$ cat src/sv/gradient_magnitude_2x2_assert.svh
`ifndef GRADIENT_MAGNITUDE_2X2_ASSERT_SVH
`define GRADIENT_MAGNITUDE_2X2_ASSERT_SVH

// property checked at every rising clock edge outside reset
`define GM2X2_ASSERT(label, prop, msg) \
   label: assert property (@(posedge clock) disable iff (reset) (prop)) else $error(msg);

// condition that must never be seen outside reset
`define GM2X2_NEVER(label, cond, msg) \
   label: assert property (@(posedge clock) disable iff (reset) !(cond)) else $error(msg);

`endif

$ cat src/sv/gm2x2_pkg.sv
package gm2x2_pkg;

   localparam int MAX_WIDTH = 2048;
   localparam int COL_W     = $clog2(MAX_WIDTH);
   localparam int CNT_W     = COL_W + 1;
   localparam int CFG_W     = 12;
   localparam int ROW_W     = 12;
   localparam int PIX_W     = 8;
   localparam int CSR_IDX_W = 1;

   localparam logic [CFG_W-1:0] LINE_WIDTH_RST   = 12'd640;
   localparam logic [CFG_W-1:0] FRAME_HEIGHT_RST = 12'd480;
   localparam logic [PIX_W-1:0] EDGE_SAT         = 8'd255;

   localparam int Q_DEPTH = 4;
   localparam int Q_PTR_W = $clog2(Q_DEPTH);
   localparam int Q_LVL_W = $clog2(Q_DEPTH + 1);

   localparam int ROOT_STEPS = 8;
   localparam int STEP_W     = $clog2(ROOT_STEPS);

   typedef enum logic [CSR_IDX_W-1:0] {
      CSR_LINE_WIDTH,
      CSR_FRAME_HEIGHT
   } gm2x2_csr_idx_type;

   typedef enum logic [1:0] {
      BK_IDLE,
      BK_SUM,
      BK_ROOT,
      BK_HOLD
   } gm2x2_bk_state_type;

   // one pixel after classification, with the pixel above it
   typedef struct packed {
      logic [PIX_W-1:0] above;
      logic [PIX_W-1:0] pixel;
      logic             emit;
      logic             row_end;
      logic             frame_end;
   } gm2x2_item_type;

   typedef struct packed {
      logic [Q_LVL_W-1:0] level;
      logic               nonempty;
   } gm2x2_qstat_type;

endpackage

$ cat src/sv/gm2x2_ifs.sv


interface gm2x2_rsp_if;
   import gm2x2_pkg::*;
   logic             valid;
   logic             ready;
   logic [PIX_W-1:0] edge_res;
   logic             row_end;
   logic             frame_end;
   modport source (output valid, edge_res, row_end, frame_end, input ready);
   modport sink (input valid, edge_res, row_end, frame_end, output ready);
endinterface


$ cat src/sv/gm2x2_back.sv
`include "gradient_magnitude_2x2_assert.svh"

module gm2x2_back (
   input  logic                       clock,
   input  logic                       reset,
   input  gm2x2_pkg::gm2x2_qstat_type q_stat,
   input  gm2x2_pkg::gm2x2_item_type  pop_item,
   output logic                       pop,
   gm2x2_rsp_if.source                rsp
);
   import gm2x2_pkg::*;

   gm2x2_bk_state_type state_ff, state_in;

   logic [PIX_W-1:0]  left_cur_ff, left_prev_ff;
   logic signed [9:0] gx_ff, gy_ff;
   logic              re_ff, fe_ff;
   logic [15:0]       rad_ff, rad_in;
   logic [10:0]       rem_ff, rem_in;
   logic [7:0]        root_ff, root_in;
   logic              sat_ff;
   logic [STEP_W-1:0] step_ff;

   logic              rsp_valid_ff, rsp_valid_in;
   logic [PIX_W-1:0]  edge_ff;
   logic              rsp_re_ff, rsp_fe_ff;

   logic              load;
   logic [8:0]        sum_ac, sum_bd, sum_ab, sum_cd;
   logic signed [9:0] gx, gy;
   logic signed [19:0] gx2, gy2;
   logic [19:0]       mag2;
   logic [10:0]       rem_sh, trial;
   logic              take;
   logic              last_step;

   // window: a above-left, b above, c left, d current
   always_comb begin
      sum_ac = {1'b0, left_prev_ff} + {1'b0, left_cur_ff};
      sum_bd = {1'b0, pop_item.above} + {1'b0, pop_item.pixel};
      sum_ab = {1'b0, left_prev_ff} + {1'b0, pop_item.above};
      sum_cd = {1'b0, left_cur_ff} + {1'b0, pop_item.pixel};
      gx     = $signed({1'b0, sum_bd}) - $signed({1'b0, sum_ac});
      gy     = $signed({1'b0, sum_cd}) - $signed({1'b0, sum_ab});
   end

   always_comb begin
      gx2  = gx_ff * gx_ff;
      gy2  = gy_ff * gy_ff;
      mag2 = $unsigned(gx2) + $unsigned(gy2);
   end

   // one root bit per step, two radicand bits in
   always_comb begin
      rem_sh  = {rem_ff[8:0], rad_ff[15:14]};
      trial   = {1'b0, root_ff, 2'b01};
      take    = rem_sh >= trial;
      rem_in  = take ? rem_sh - trial : rem_sh;
      root_in = {root_ff[6:0], take};
      rad_in  = {rad_ff[13:0], 2'b00};
   end

   assign last_step = step_ff == STEP_W'(ROOT_STEPS - 1);

   always_comb begin
      pop  = (state_ff == BK_IDLE) && q_stat.nonempty;
      load = (state_ff == BK_HOLD) && (!rsp_valid_ff || rsp.ready);
   end

   always_comb begin
      state_in = state_ff;
      case (state_ff)
         BK_IDLE: begin
            if (q_stat.nonempty && pop_item.emit) begin
               state_in = BK_SUM;
            end
         end
         BK_SUM:  state_in = BK_ROOT;
         BK_ROOT: begin
            if (last_step) begin
               state_in = BK_HOLD;
            end
         end
         BK_HOLD: begin
            if (load) begin
               state_in = BK_IDLE;
            end
         end
         default: state_in = BK_IDLE;
      endcase
   end

   always_comb begin
      rsp_valid_in = rsp_valid_ff;
      if (load) begin
         rsp_valid_in = 1'b1;
      end else if (rsp.ready) begin
         rsp_valid_in = 1'b0;
      end
   end

   always_ff @(posedge clock) begin
      if (reset) begin
         state_ff     <= BK_IDLE;
         rsp_valid_ff <= 1'b0;
         left_cur_ff  <= '0;
         left_prev_ff <= '0;
         step_ff      <= '0;
      end else begin
         state_ff     <= state_in;
         rsp_valid_ff <= rsp_valid_in;
         if (pop) begin
            left_prev_ff <= pop_item.above;
            left_cur_ff  <= pop_item.pixel;
         end
         if (state_ff == BK_SUM) begin
            step_ff <= '0;
         end else if (state_ff == BK_ROOT) begin
            step_ff <= step_ff + STEP_W'(1);
         end
      end
   end

   always_ff @(posedge clock) begin
      if (pop) begin
         gx_ff <= gx;
         gy_ff <= gy;
         re_ff <= pop_item.row_end;
         fe_ff <= pop_item.frame_end;
      end
      if (state_ff == BK_SUM) begin
         rad_ff  <= mag2[15:0];
         sat_ff  <= |mag2[19:16];
         rem_ff  <= '0;
         root_ff <= '0;
      end else if (state_ff == BK_ROOT) begin
         rad_ff  <= rad_in;
         rem_ff  <= rem_in;
         root_ff <= root_in;
      end
      if (load) begin
         edge_ff   <= sat_ff ? EDGE_SAT : root_ff;
         rsp_re_ff <= re_ff;
         rsp_fe_ff <= fe_ff;
      end
   end

   assign rsp.valid     = rsp_valid_ff;
   assign rsp.edge_res  = edge_ff;
   assign rsp.row_end   = rsp_re_ff;
   assign rsp.frame_end = rsp_fe_ff;

   `GM2X2_ASSERT(a_sum_to_root, (state_ff == BK_SUM) |=> (state_ff == BK_ROOT && step_ff == '0), "root did not start")
   `GM2X2_NEVER(a_pop_busy, pop && (state_ff != BK_IDLE), "pop while busy")
   `GM2X2_ASSERT(a_load_sets, load |=> rsp_valid_ff, "result lost at load")

endmodule

$ cat src/flat_wrapper.sv
// flat-port wrapper written by rule: the top's interface ports become plain ports
module gm2x2_back_flat import gm2x2_pkg::*;
  (clock, reset, q_stat, pop_item, pop, rsp_valid, rsp_edge_res, rsp_row_end, rsp_frame_end, rsp_ready);
  gm2x2_rsp_if rsp_i ();
  input  logic clock;
  input  logic reset;
  input  gm2x2_pkg::gm2x2_qstat_type q_stat;
  input  gm2x2_pkg::gm2x2_item_type pop_item;
  output logic pop;
  output wire logic [$bits(rsp_i.valid)-1:0] rsp_valid;
  output wire logic [$bits(rsp_i.edge_res)-1:0] rsp_edge_res;
  output wire logic [$bits(rsp_i.row_end)-1:0] rsp_row_end;
  output wire logic [$bits(rsp_i.frame_end)-1:0] rsp_frame_end;
  input wire logic [$bits(rsp_i.ready)-1:0] rsp_ready;
  assign rsp_valid = rsp_i.valid;
  assign rsp_edge_res = rsp_i.edge_res;
  assign rsp_row_end = rsp_i.row_end;
  assign rsp_frame_end = rsp_i.frame_end;
  assign rsp_i.ready = rsp_ready;
  gm2x2_back u_core (.clock(clock), .reset(reset), .q_stat(q_stat), .pop_item(pop_item), .pop(pop), .rsp(rsp_i));
endmodule
$ cat config.mk
export PLATFORM = sky130hd
export DESIGN_NAME = gm2x2_back_flat
export DESIGN_NICKNAME = d
export VERILOG_FILES = /design/src/sv/gm2x2_pkg.sv /design/src/sv/gm2x2_ifs.sv /design/src/sv/gm2x2_back.sv /design/src/flat_wrapper.sv
export VERILOG_INCLUDE_DIRS = /design/src /design/src/sv
export SDC_FILE = /design/constraint.sdc
export NUM_CORES = 1
export LEC_CHECK = 0
export ABC_AREA = 1
export BUFFER_PORTS_ARGS = -buffer_cell sky130_fd_sc_hd__buf_2
export CORE_ASPECT_RATIO = 1.4
export CORE_MARGIN = 5
export CORE_UTILIZATION = 36
export CTS_BUF_LIST = sky130_fd_sc_hd__clkbuf_16
export DETAILED_ROUTE_END_ITERATION = 8
export GPL_ROUTABILITY_DRIVEN = 0
export HOLD_SLACK_MARGIN = 0.12
export PLACE_DENSITY = 0.53
export SYNTH_ARGS = -nofsm -noshare
export SYNTH_HDL_FRONTEND = slang
export SYNTH_SLANG_ARGS = --single-unit
$ cat constraint.sdc
create_clock -name clock -period 12.05 [get_ports clock]
set_input_delay 2.41 -clock clock [delete_from_list [all_inputs] [get_ports clock]]
set_output_delay 2.41 -clock clock [all_outputs]
set_load 0.02 [all_outputs]
[Word-level counts from Yosys, hierarchy flattened]
Cells that the tools add are included.
Operators by class
  add/sub/neg operators: 9
  multiply operators: 2
  magnitude comparators: 1
  equality and inequality tests: 7
  muxes and demuxes: 9
  reduce and logical (&&, ||, !) cells: 11
Operators with widths (count)
  multiplier 10 x 10 -> 20 bit: 2
  adder 8 x 8 -> 9 bit: 4
  two-way mux 16 bit: 2
  adder 20 bit: 1
  subtractor 9 x 9 -> 10 bit: 2
  greater-or-equal comparator 11 x 10 -> 1 bit: 1
  two-way mux 9 bit: 1
  subtractor 9 bit: 1
  one-hot mux 2 bit (4 select lines): 1
  two-way mux 2 bit: 3
  equality test 2 bit, second input constant: 2
  inequality test 2 x 1 -> 1 bit, second input constant: 2
  nonzero test 2 bit: 2
  OR reduction 4 bit: 1
  adder 3 x 1 -> 3 bit, second input constant: 1
  equality test 3 bit, second input constant: 1
  logical AND 1 bit: 3
  AND reduction 3 bit: 1
  equality test 2 x 1 -> 1 bit, second input constant: 1
  logical NOT 2 bit: 1
  two-way mux 1 bit: 2
  inequality test 2 bit, second input constant: 1
  OR reduction 2 bit: 1
  logical NOT 1 bit: 1
  logical OR 1 bit: 1
Word-level totals
  bits in registers: 88
  input bits: 26
  output and inout bits: 12
  logic and storage cells: 55

[Depth between registers and ports, before layout]
  depth after elaboration: 5
  depth in mapped cells: 31
  gate-level depth less buffers: 30

[Worst setup path after synthesis]
Ideal clock, no wire load.
  kind: reg2reg
  start: register u_core.gy_ff[9]
  end: register u_core.sat_ff (data pin)
  setup time: 0.252 ns
  arrival time: 5.932 ns
  required time: 11.798 ns
  setup slack: 5.866 ns
  stages on the path, launching flop included: 24
  buffers on the path: 1
  clock period less this slack: 6.184 ns
  cell sequence: edfxtp_1 > clkbuf_1 > nand2_1 > fa_1 > inv_1 > fa_1 > inv_1 > fa_1 > fa_1 > fa_1 > fa_1 > inv_1 > fa_1 > ha_1 > a21oi_1 > nor3_1 > nor2_1 > o21ai_0 > a21oi_1 > inv_1 > nand3_1 > nand2_1 > inv_1 > nand2_1
Between the ends
  cells in the longest elaborated chain, start to end: 3
RTL lines
  from (decl): RTL line gm2x2_back.sv:16  | logic signed [9:0] gx_ff, gy_ff;
  from (signal assigned): RTL line gm2x2_back.sv:127  | gy_ff <= gy;
  multiplier 10 x 10 -> 20 bit: RTL line gm2x2_back.sv:49  | gy2 = gy_ff * gy_ff;
  adder 20 bit: RTL line gm2x2_back.sv:50  | mag2 = $unsigned(gx2) + $unsigned(gy2);
  OR reduction 4 bit: RTL line gm2x2_back.sv:133  | sat_ff <= |mag2[19:16];
  to (signal assigned): RTL line gm2x2_back.sv:133
  to (decl): RTL line gm2x2_back.sv:21  | logic sat_ff;
Every way passes these cells.
A chain may end at the register's enable or synchronous reset.

[Worst setup path after layout]
Same ends and word-level chain as after synthesis.

==> metrics.csv <==
metric,value,unit
crit path max fanout,15,
"FFs w/ async S/R, synth",0,%
Max Clock Freq,142,MHz
CTS root buf,clkbuf_16,
Main synth FF type,edfxtp_1,
"FF+latch count, synth",88,
RSZ-0062 raised after global routing,false,
TritonRoute pass-1 iters,4,
critical path arrival,7.14,ns
CTS tree,built,
H-tree Lvls,3,
R2R cell count,24,
die height,231,um
GRT Total Usage,14.2,%
register area,2250,um2
CP endpoint,u_core.sat_ff,
Netlist cell types,37,
clock latency on the worst-skew pair,0.34,ns
crit-path leading delay family,adder cells,
critical path depth in cells,24,
number of flops mapped to enable cells by yosys,49,
relative slew slack,34.7,%
"slowest stage delay, CP",0.85,ns
grt total ovfl,0,
clock tree buffer depth,2,
max cap viols,0,
WL final,26.3,mm
min Tclk post-route,7.07,ns
r2r setup slk,4.99,ns
1st-iter DRT viols,319,
Setup crit start kind,flop,
Mapped Nets,1813,
critical path startpoint,u_core.gy_ff[9],
share of cells above drive strength 1,4.69,%
die area,38900,um2
R2R Path End,u_core.sat_ff,
"Slew Viols, Final",0,
diodes inserted,0,
post-route clock period utilization,58.6,%
Post-synth top cells,"inv_1 (422), nand2_1 (266), fa_1 (226)",
TNS Setup,0,ns
DR vias/cell,4.56,
core box area,34800,um2
hpwl dp,22.3,mm
CP Class,flop to flop,
status,completed,
row cnt,81,
Routed WL per cell,13.7,um
Synth warnings,0,
pin count of the biggest net entering global routing,37,
PortBufs,34,
post-synth top area share,35.9,%
cell chain of the critical path,nand2_1 > inv_1 > fa_1 > inv_1 > fa_1 > fa_1 > inv_1 > fa_1 > fa_1 > fa_1 > inv_1 > fa_1 > inv_1 > ha_1 > a21oi_1 > nor2_1 > nor2_1 > o21ai_0 > a21oi_1 > inv_1 > nand3_1 > nand2_1 > inv_1 > nand2_1,
footprint of the multi-input gates,8620,um2
Post-CTS Resized,0,
vias in the first global route,9470,
clock buffer count from CTS,9,
Initial Util,36.2,%
number of setup buffers added after CTS,0,
fin nets,1827,
"area leader, netlist",fa_1,
crit path max-delay cell type,edfxtp_1,
RR Startpoint,u_core.gy_ff[9],
Synth Instances,1451,
# DRC,0,
final-report hold violation count,0,
Die X,168,um
CP Buf/Inv Count,7,
most frequent cell after synthesis,inv_1,
IO Count,38,
filler cell count,3575,
final setup skew,0.00955,ns
syn_area_per_cell,8.68,um2
Slew @ Worst Pin,0.979,ns
element type at the critical path end,flop,
ANT nets after route,0,
Vias,8782,
initial antenna violation count,0,
Hold WC Path Type,flop to flop,
first-pass GRT wire length,45.0,mm
Worst Path Required,12.12,ns
Worst-path clk slew,0.07,ns
final setup fails,0,
cts hold-fix bufs,0,
cell area after synthesis,12600,um2
sequential area share after synthesis,17.9,%
clock sinks,88,
Area contributors post-synth,"fa_1 (36%), inv_1 (13%), edfxtp_1 (12%), ha_1 (11%), nand2_1 (7.9%)",
Synth-to-Final Area Change,7.67,%
## sequential cells by signal, indices dropped and copies added (netlist names), 2 cells and up
signal	cells
u_core.step_ff	3
u_core.state_ff	2
u_core.gx_ff	10
u_core.gy_ff	10
u_core.left_cur_ff	8
u_core.rem_ff	9
u_core.rsp.edge_res	8
u_core.left_prev_ff	8
u_core.rad_ff	16
u_core.root_ff	8
## area by class of cell
cell class                 count  area share (%)
clock inverter                 6           0.590
sequential                    88            16.6
timing repair buffer          38            1.48
multi-input combinational    904            63.5
clock buffer                  10            1.84
inverter                     424            11.7
tap                          456            4.21
## logic make-up after synthesis
kind of cell	after synthesis	share of synthesized area, %
flops	88	17.9
simple gates	412	13.7
xor+xnor	30	2.09
fa+ha+maj	336	46.8
buf+inv	459	13.7
compound gates	126	5.77
## routing by layer
layer  wire, um  up-vias  track usage [%]
li1           -     4348                -
met1      10200     4349             16.0
met2      15200       59             28.6
met3        297       26             1.07
met4        607        0             3.43
met5          0        -                0
## stage by stage
stage               hold slack [ns]  instance area [um2]  utilization, %  setup WS [ns]  std cells
CTS                           0.432                13600            39.0           4.93       1926
global route                  0.449                13600            39.0           4.50       1926
detailed placement            0.416                13200            38.1           4.96       1910
finish                        0.429                13600            39.0           4.99       1926
global placement              0.405                13200            38.1           4.97       1910
floorplan                     0.400                12600               -           5.87       1451
## worst register-to-register path, delay by kind of cell (launching register included)
| kind | cells | cell delay (ns) |
|---|---|---|
| AOI/OAI and AO/OA | 3 | 0.61 |
| and+or+nand+nor | 6 | 0.96 |
| buffers and inverters | 7 | 0.69 |
| adders and majority gates | 8 | 3.67 |
| DFF | 1 | 0.85 |
## cell usage in the layout (no fill, tap or decap), types with 34 or more instances in the layout
cell      synthesis  routed
buf_2             3      34
inv_1           422     422
nor2_1           67      67
edfxtp_1         49      49
fa_1            226     226
nand3_1          44      44
o21ai_0          35      35
nand2_1         266     266
ha_1            110     110
dfxtp_1          39      39
a21oi_1          51      51
## worst min-delay path by stage
stage                            to    startpoint  cells after the start  slack [ns]
2_1_floorplan  u_core.rsp.frame_end  u_core.fe_ff                      0        0.40
3_3_place_gp   u_core.rsp.frame_end  u_core.fe_ff                      0        0.40
3_5_place_dp     u_core.rsp.row_end  u_core.re_ff                      0        0.42
4_1_cts          u_core.rsp.row_end  u_core.re_ff                      0        0.43
5_1_grt          u_core.rsp.row_end  u_core.re_ff                      0        0.45
6_report         u_core.rsp.row_end  u_core.re_ff                      0        0.43
Power is left out: the tool's default activity adds up to more than one toggle a clock period on the data nets, which glitch-free logic cannot reach.
