<file path="src/sv/gradient_magnitude_2x2_assert.svh">
`ifndef GRADIENT_MAGNITUDE_2X2_ASSERT_SVH
`define GRADIENT_MAGNITUDE_2X2_ASSERT_SVH

// property checked at every rising clock edge outside reset
`define GM2X2_ASSERT(label, prop, msg) \
   label: assert property (@(posedge clock) disable iff (reset) (prop)) else $error(msg);

// condition that must never be seen outside reset
`define GM2X2_NEVER(label, cond, msg) \
   label: assert property (@(posedge clock) disable iff (reset) !(cond)) else $error(msg);

`endif

</file>
<file path="src/sv/gm2x2_pkg.sv">
package gm2x2_pkg;

   localparam int MAX_WIDTH = 2048;
   localparam int COL_W     = $clog2(MAX_WIDTH);
   localparam int CNT_W     = COL_W + 1;
   localparam int CFG_W     = 12;
   localparam int ROW_W     = 12;
   localparam int PIX_W     = 8;
   localparam int CSR_IDX_W = 1;

   localparam logic [CFG_W-1:0] LINE_WIDTH_RST   = 12'd640;
   localparam logic [CFG_W-1:0] FRAME_HEIGHT_RST = 12'd480;
   localparam logic [PIX_W-1:0] EDGE_SAT         = 8'd255;

   localparam int Q_DEPTH = 4;
   localparam int Q_PTR_W = $clog2(Q_DEPTH);
   localparam int Q_LVL_W = $clog2(Q_DEPTH + 1);

   localparam int ROOT_STEPS = 8;
   localparam int STEP_W     = $clog2(ROOT_STEPS);

   typedef enum logic [CSR_IDX_W-1:0] {
      CSR_LINE_WIDTH,
      CSR_FRAME_HEIGHT
   } gm2x2_csr_idx_type;

   typedef enum logic [1:0] {
      BK_IDLE,
      BK_SUM,
      BK_ROOT,
      BK_HOLD
   } gm2x2_bk_state_type;

   // one pixel after classification, with the pixel above it
   typedef struct packed {
      logic [PIX_W-1:0] above;
      logic [PIX_W-1:0] pixel;
      logic             emit;
      logic             row_end;
      logic             frame_end;
   } gm2x2_item_type;

   typedef struct packed {
      logic [Q_LVL_W-1:0] level;
      logic               nonempty;
   } gm2x2_qstat_type;

endpackage

</file>
<file path="src/sv/gm2x2_queue.sv">
`include "gradient_magnitude_2x2_assert.svh"

module gm2x2_queue (
   input  logic                       clock,
   input  logic                       reset,
   input  logic                       push,
   input  gm2x2_pkg::gm2x2_item_type  push_item,
   input  logic                       pop,
   output gm2x2_pkg::gm2x2_item_type  pop_item,
   output gm2x2_pkg::gm2x2_qstat_type q_stat
);
   import gm2x2_pkg::*;

   gm2x2_item_type     entry_ff [Q_DEPTH];
   logic [Q_PTR_W-1:0] wr_ptr_ff, wr_ptr_in;
   logic [Q_PTR_W-1:0] rd_ptr_ff, rd_ptr_in;
   logic [Q_LVL_W-1:0] level_ff, level_in;

   always_comb begin
      wr_ptr_in = push ? wr_ptr_ff + Q_PTR_W'(1) : wr_ptr_ff;
      rd_ptr_in = pop ? rd_ptr_ff + Q_PTR_W'(1) : rd_ptr_ff;
      level_in  = level_ff;
      if (push && !pop) begin
         level_in = level_ff + Q_LVL_W'(1);
      end else if (pop && !push) begin
         level_in = level_ff - Q_LVL_W'(1);
      end
   end

   always_ff @(posedge clock) begin
      if (reset) begin
         wr_ptr_ff <= '0;
         rd_ptr_ff <= '0;
         level_ff  <= '0;
      end else begin
         wr_ptr_ff <= wr_ptr_in;
         rd_ptr_ff <= rd_ptr_in;
         level_ff  <= level_in;
      end
   end

   always_ff @(posedge clock) begin
      if (push) begin
         entry_ff[wr_ptr_ff] <= push_item;
      end
   end

   assign pop_item        = entry_ff[rd_ptr_ff];
   assign q_stat.level    = level_ff;
   assign q_stat.nonempty = level_ff != '0;

   `GM2X2_NEVER(a_q_overflow, push && !pop && (level_ff == Q_LVL_W'(Q_DEPTH)), "queue overflow")
   `GM2X2_NEVER(a_q_underflow, pop && (level_ff == '0), "queue underflow")
   `GM2X2_ASSERT(a_q_ptrs, (level_ff == '0) |-> (wr_ptr_ff == rd_ptr_ff), "pointers apart when empty")

endmodule

</file>
<file path="config.mk">
export PLATFORM = sky130hd
export DESIGN_NAME = gm2x2_queue
export DESIGN_NICKNAME = d
export VERILOG_FILES = /design/src/sv/gm2x2_pkg.sv /design/src/sv/gm2x2_queue.sv
export VERILOG_INCLUDE_DIRS = /design/src /design/src/sv
export SDC_FILE = /design/constraint.sdc
export NUM_CORES = 1
export LEC_CHECK = 0
export BUFFER_PORTS_ARGS = -buffer_cell sky130_fd_sc_hd__buf_2
export CORE_MARGIN = 2
export CORE_UTILIZATION = 50
export DETAILED_ROUTE_END_ITERATION = 10
export GPL_ROUTABILITY_DRIVEN = 0
export PLACE_DENSITY_LB_ADDON = 0.3
export SETUP_SLACK_MARGIN = 0.02
export SYNTH_ARGS = -nofsm -noshare
export SYNTH_HDL_FRONTEND = slang
export SYNTH_SLANG_ARGS = --single-unit
</file>
<file path="constraint.sdc">
create_clock -name clock -period 1.4 [get_ports clock]
set_input_delay 0.28 -clock clock [delete_from_list [all_inputs] [get_ports clock]]
set_output_delay 0.28 -clock clock [all_outputs]
set_load 0.01 [all_outputs]
</file>
# ---- Yosys cells after proc, flatten, opt, wreduce, memory -nomap -nowiden
# Memory sizes are Yosys's and may differ from the RTL's. A register that Yosys moved wholly into a read port is not among the register bits.
# Index checks and enable logic that the tools add are counted.
dict set report word_totals {
  reg_bits 7
  ramBits 76
  in_bits 23
  elab_cells 20
  mem_count 1
}
# name words width rd rd_clocked_by_memory_dff wr line_no
set memory_table {}
lappend memory_table {entry_ff 4 19 1 1 1 gm2x2_queue.sv:14} ;# gm2x2_item_type entry_ff [Q_DEPTH];
dict set report classes {
  add_sub_neg 4
  mux 6
  reduce_logical 6
}
# op count
set ops {}
lappend ops {{3-bit two-way mux} 2}
lappend ops {{2-bit by 1-bit adder with 2-bit output, second input constant} 2}
lappend ops {{2-bit two-way mux} 2}
lappend ops {{3-bit by 1-bit adder with 3-bit output, second input constant} 1}
lappend ops {{3-bit nonzero test} 1}
lappend ops {{3-bit by 1-bit subtractor with 3-bit output, second input constant} 1}
lappend ops {{1-bit logical AND} 2}
lappend ops {{1-bit zero test} 2}
lappend ops {{1-bit two-way mux} 2}
lappend ops {{2-bit nonzero test} 1}

# ---- Longest topological paths before layout
# Gate-level depths: netlist of run 1.
dict set report logic_depth {
  word_depth 4
  depth_mapped 7
  depth_no_buf 7
}

# ---- Worst setup path after synthesis of run 1
# OpenSTA, ideal clock, no wires.
dict set report synth_path {
  path_type {input to register}
  startpoint {input port pop}
  endpoint {register level_ff[2]}
  arrival_ns 1.470
  required_ns 1.330
  setup_slack_ns -0.140
  path_stages 7
  cell_sequence {inv_1 ha_1 inv_1 fa_1 xor2_1 or3_1 a21oi_1}
}
dict set report synth_between {
  elab_chain_len 3
  word_cells_on_any_way 5
}
# element line_no
set synth_lines {}
lappend synth_lines {{start, declared} gm2x2_queue.sv:8} ;# input logic pop,
lappend synth_lines {{1-bit zero test} gm2x2_queue.sv:23} ;# if (push && !pop) begin
lappend synth_lines {{1-bit logical AND} gm2x2_queue.sv:23}
lappend synth_lines {{3-bit two-way mux / 2-bit nonzero test (equally long branches)} --}
lappend synth_lines {{end signal, assigned} gm2x2_queue.sv:38} ;# level_ff <= level_in;
lappend synth_lines {{end, declared} gm2x2_queue.sv:17} ;# logic [Q_LVL_W-1:0] level_ff, level_in;
# Parallel ways exist; a longest one is shown, timed or not.
# A chain may end at the register's enable or synchronous reset.

==> results_dict.tcl, run 1 <==
set metrics [dict create \
    status "complete, but fails checks" \
    violations "negative setup slack" \
    synth-edff-count 76 \
    syn_area_um2 3210 \
    start_util_pct 51.1 \
    dieArea_um2 7070 \
    syn_area_per_cell_um2 22.6 \
    layout.nets 233 \
    p_leak_uw 0.00137 \
    hp-start "push_item[8]" \
    antenna_found_initial 0 \
    clock-sinks 85 \
    grt_pass1_vias 1700 \
    cp_cell_sequence "buf_12, mux4_2, buf_6" \
    viasPerCell 5.31 \
    drive_gt1_share_pct 47.4 \
    grtUsageTotal_pct 16.4 \
    setup_viol 21 \
    cp-start-kind "flop" \
    max_freq_mhz 554 \
    drt_iter0_markers 64 \
    syn_nets 171 \
    fin_crit_sh_pct 129 \
    ir_drop_uv 791 \
    antennaDiodeCount 0 \
    hpwl_mm 3.44 \
    grt-ovfl-total 0 \
    core_um2 6280 \
    drt_pass1_iterations 4 \
    fin_total_pwr_uw 5290 \
    final_core_util_pct 61.9 \
    io_buffer_count 45 \
    setup_tns_ps -7500 \
    arrival_ps 1530 \
    power_density_nw_per_um2 1360 \
    critPathKind "reg -> out" \
    max_slew_margin_pct 80.0 \
    row_count 29 \
    critical_path_buf_inv_count 2 \
    worst_path_max_delay_cell "mux4_2" \
    synth-async-reset-ratio_pct 0 \
    h-tree-depth 3 \
    ys_ff_latch 85 \
    layout_commonest_cell "edfxtp_1" \
    drc_errors 0 \
    holdWs_ps 155 \
    synth_top_cell_area_share_pct 71.1 \
    hold_viol 0 \
    via_count 1518 \
    clk_latency_ps 340 \
    ant_nets 0 \
    critPathMaxFanout 7 \
    r2r-start "level_ff[0]$_SDFFE_PP0P_" \
    ys_warn_count 0 \
    rsz0062_at_grt "yes" \
    clk_pin_slew_ps 80 \
    cp_top_family "multiplexers" \
    numCtsBuffers 9 \
    grt_max_degree 20 \
    ioPinCount 46 \
    cts_tree "built" \
    yosys-top-cells-area "edfxtp_1 (71%), mux4_1 (7.4%), mux4_2 (7.0%)" \
    worst_pin_slew_ps 300 \
    slowest_delay_ps 520 \
    hold_class "in -> reg" \
    fin_crit_ps 1810 \
    cap_violations 0 \
    skew_ps 8.44 \
    clk_root_buffer_cell "clkbuf_8" \
    grt_pass1_wl_mm 8.51 \
    pre_cts_slack_ps -387 \
    wirelength_mm 5.22 \
    areaGrowthSynthToFinish_pct 21.1 \
    die_w_um 84.1 \
    cts_buffer_depth 2 \
    drv_slew 0 \
    synth_cell_types 20 \
    wire_per_inst_um 18.2 \
    final_cell_mix "edfxtp_1 (76), buf_2 (36), mux4_2 (19)" \
    finalWorstSetupSlack_ps -406 \
    syn_inst 142 \
    endpoint_kind "output pin" \
    yosysTopAreaCell "edfxtp_1" \
    holdBufCountCts 0 \
    die_y_um 84.1 \
    ys_seq_area_share_pct 76.8 \
    synthFlopType "edfxtp_1" \
    crit_required_ps 1120 \
]
-- synth_stat cells (2+ instances only) --
library cell / n
nor2_1: 7
edfxtp_1: 76
or3_1: 2
xor2_1: 3
mux2i_1: 2
inv_1: 4
and2_1: 4
mux4_2: 10
ha_1: 5
mux4_1: 9
buf_2: 2
xnor2_1: 2
dfxtp_1: 9
-- cell type report --
| type | instances | area, um^2 |
|---|---|---|
| Tap cell | 77 | 96.3 |
| Clock buffer | 16 | 191 |
| Sequential cell | 85 | 2470 |
| Multi-Input combinational cell | 48 | 679 |
| Inverter | 4 | 27.5 |
| Fill cell | 448 | 2390 |
| Timing Repair Buffer | 56 | 420 |
-- cell families (layout without fill, tap and decap cells) --
| family | after synthesis | count (layout) | synth area share, % |
|---|---|---|---|
| flops | 85 | 85 | 76.8 |
| simple gates | 14 | 14 | 2.11 |
| buf+inv | 9 | 76 | 1.87 |
| compound gates | 2 | 2 | 0.312 |
| fa+ha+maj | 6 | 6 | 2.57 |
| xor+xnor | 5 | 5 | 1.37 |
| mux | 21 | 21 | 15.0 |
-- power breakdown --
part	internal, uW	switching [uW]
Clock	855	754
Combinational	384	334
Sequential	2910	58.1
Total	4140	1150
-- registers in the layout, indices dropped and copies added, names as in the netlist, named ones only --
register / cells
entry_ff: 76
level_ff: 3
rd_ptr_ff: 2
wr_ptr_ff: 2
-- routing by layer --
| layer | share of wire [%] | global-route usage [%] | vias to the layer above |
|---|---|---|---|
| li1 | - | - | 691 |
| met1 | 41 | 18.5 | 781 |
| met2 | 54 | 28.0 | 36 |
| met3 | 3.5 | 4.75 | 10 |
| met4 | 1.7 | 9.38 | 0 |
| met5 | 0 | 0 | - |
-- final timing paths --
| kind | endpoint | slack [ps] | cells past startpoint |
|---|---|---|---|
| min | entry_ff[2][8]$_DFFE_PP_ | 160 | 1 |
| max reg2reg | level_ff[2]$_SDFFE_PP0P_ | 10 | 4 |
| min reg2reg | rd_ptr_ff[1]$_SDFFE_PP0P_ | 550 | 2 |
| max | pop_item[14] | -410 | 3 |
-- through the flow --
stage                     cell area (um^2)  cells
after floorplan                       3240    142
after global placement                3620    269
after detailed placement              3620    269
after CTS                             3840    286
after global routing                  3880    286
final                                 3880    286
-- worst reg2reg max path, stage by stage, from the launching register on --
cell,delay (ps)
dfxtp_2,340
fa_2,350
xor2_1,160
or3_1,330
a21oi_2,150
-- repair_timing --
item	in CTS	in global routing
resized for setup	25	8
setup buffers	1	0
pin swaps	4	0
setup endpoints to repair	78	21
(Power assumes the default switching activity.)
==> inputs of run 2 (changes only) <==
Clock period 1.4 ns to 2.13 ns, I/O delays scaled along.
==> run 2 against run 1 <==
Net effect:
- the run now ends clean
- utilization is 2.5 points lower
- non-clock buffer count is 4 lower
- wire length is 7.1% lower
- combinational power is 45% lower
- count of clock-buffer cells in the layout is 7 lower
- cell area is 4.1% lower
- clock skew is 4.6 ps lower
- global-route usage is 1.4 points lower
- first-iteration DRC count is 52% higher
- sequential power is 34% lower
- total power is 39% lower
- via count is 3.8% lower
- highest routed layer unchanged
==> results_dict.tcl, run 2 (synthesis gave the netlist of run 1 again) <==
set metrics [dict create \
    ant_nets 0 \
    clock-sinks 85 \
    antennaDiodeCount 0 \
    reg2reg_slack_ps 620 \
    io_buffer_count 45 \
    worstRegToRegCells 4 \
    h-tree-depth 3 \
    p_switching_uw 734 \
    holdWs_ps 303 \
    clk_pin_slew_ps 70 \
    start_util_pct 51.1 \
    die_y_um 84.1 \
    final_core_util_pct 59.3 \
    top_regs "entry_ff: 76 flops, level_ff: 3 flops" \
    crit_path_end "pop_item[12]" \
    dieArea_um2 7070 \
    stdcell_count 281 \
    clk_latency_ps 330 \
    cts_setup_buffers 0 \
    ir_drop_uv 460 \
    max_slew_margin_pct 80.6 \
    final_cell_mix "edfxtp_1 (76), buf_2 (45), mux4_2 (11)" \
    worst_pin_slew_ps 291 \
    fin_total_pwr_uw 3240 \
    cts_tree "built" \
    drv_slew 0 \
    cts_buffer_depth 2 \
    drt_iter0_markers 97 \
    crit_required_ps 1700 \
    power_frac_clock_pct 28.0 \
    grt_pass1_vias 1580 \
    combPwrFrac_pct 12.1 \
    p_seq_share_pct 60.0 \
    reg2reg_to "level_ff[2]$_SDFFE_PP0P_" \
    fin_crit_ps 2030 \
    areaGrowthSynthToFinish_pct 16.1 \
    row_count 29 \
    viasPerCell 5.20 \
    critPathKind "reg -> out" \
    wirelength_mm 4.85 \
    status "completed" \
    holdBufCountCts 0 \
    arrival_ps 1610 \
    drc_errors 0 \
    cp_cell_sequence "buf_12, mux4_1, buf_2" \
    hpwl_mm 2.99 \
    critPathMaxFanout 10 \
    p_int_uw 2510 \
    endpoint_kind "output pin" \
    via_count 1460 \
    cap_violations 0 \
    grt_pass1_wl_mm 7.76 \
    numCtsBuffers 9 \
    clk_root_buffer_cell "clkbuf_8" \
    rsz0062_at_grt "no" \
    drive_gt1_share_pct 38.2 \
    hold_viol 0 \
    largest_reg_flops 76 \
    grt-ovfl-total 0 \
    grtUsageTotal_pct 15.0 \
    grt_max_degree 20 \
    wire_per_inst_um 17.2 \
    setup_tns_ps 0 \
    core_um2 6280 \
    slowest_delay_ps 560 \
    fin_crit_sh_pct 95.4 \
    ioPinCount 46 \
    p_leak_uw 0.00134 \
    layout_commonest_cell "edfxtp_1" \
    skew_ps 3.84 \
    cp-start-kind "flop" \
    regMostFlops "entry_ff" \
    power_density_nw_per_um2 870 \
    r2r-start "level_ff[0]$_SDFFE_PP0P_" \
    setup_viol 0 \
    place_inst 265 \
    worst_path_max_delay_cell "mux4_1" \
    swShare_pct 22.6 \
    antenna_found_initial 0 \
    layout.nets 229 \
    hold_class "in -> reg" \
    die_w_um 84.1 \
    max_freq_mhz 492 \
    drt_pass1_iterations 4 \
]
## run 2: cell types whose count changed in the layout (fill, tap and decap cells not counted), moves of 3 or more
cell	change
buf_6	-10
buf_2	+9
mux4_1	+8
mux4_2	-8
and2_1	+4
clkbuf_1	-4
clkinv_2	+4
and2_4	-3
## run 2: power groups by stage
stage / Clock (uW) / Combinational, uW / Sequential, uW
2_1_floorplan: 0 / 240 / 1970
3_3_place_gp: 0 / 378 / 1970
3_5_place_dp: 0 / 390 / 1980
4_1_cts: 938 / 401 / 1950
5_1_grt: 1010 / 429 / 1950
6_report: 906 / 392 / 1940
## run 2: per-stage QoR
| step | setup slack [ps] | area [um^2] |
|---|---|---|
| 2_1_floorplan | 444 | 3210 |
| 3_3_place_gp | 292 | 3540 |
| 3_5_place_dp | 189 | 3540 |
| 4_1_cts | 47.6 | 3730 |
| 5_1_grt | 49.2 | 3720 |
| 6_report | 97.6 | 3720 |
## run 2: repair_timing
item | in CTS | in global routing
gates resized for setup | 3 | 1
setup endpoints to repair | 1 | 1
endpoints found under the hold margin | 0 | 0
cloned | 1 | 0
## run 2: layout make-up
cell class | count | area, um^2
Sequential cell | 85 | 2470
Timing Repair Buffer | 52 | 310
Clock inverter | 6 | 31.3
Fill cell | 464 | 2550
Inverter | 4 | 15.0
Tap cell | 77 | 96.3
Multi-Input combinational cell | 48 | 682
Clock buffer | 9 | 124
## run 2: routing by layer
layer  wire, um  vias to the layer above  share of wire (%)  GRT usage (%)
met2       2660                       31                 55           26.5
met4         31                        0               0.64           5.28
met5          0                        -                  0              0
li1           -                      689                  -              -
met3        224                        4                4.6           5.64
met1       1930                      736                 40           16.6
## run 2: how the worst min path moves through the flow
stage                                          from  depth (start not counted)                         to
final                                 push_item[16]                          1  entry_ff[1][16]$_DFFE_PP_
after detailed placement  rd_ptr_ff[1]$_SDFFE_PP0P_                          2                       flop
after global placement     level_ff[2]$_SDFFE_PP0P_                          2   level_ff[2]$_SDFFE_PP0P_
after global routing                   push_item[1]                          1   entry_ff[1][1]$_DFFE_PP_
after CTS                             push_item[15]                          1  entry_ff[3][15]$_DFFE_PP_
after floorplan           rd_ptr_ff[1]$_SDFFE_PP0P_                          2                       flop
## run 2: worst max-delay path: cells and delay by family (launching register included)
kind | cells | cell delay, ps
multiplexers | 1 | 560
flip-flops | 1 | 400
buffers and inverters | 2 | 310
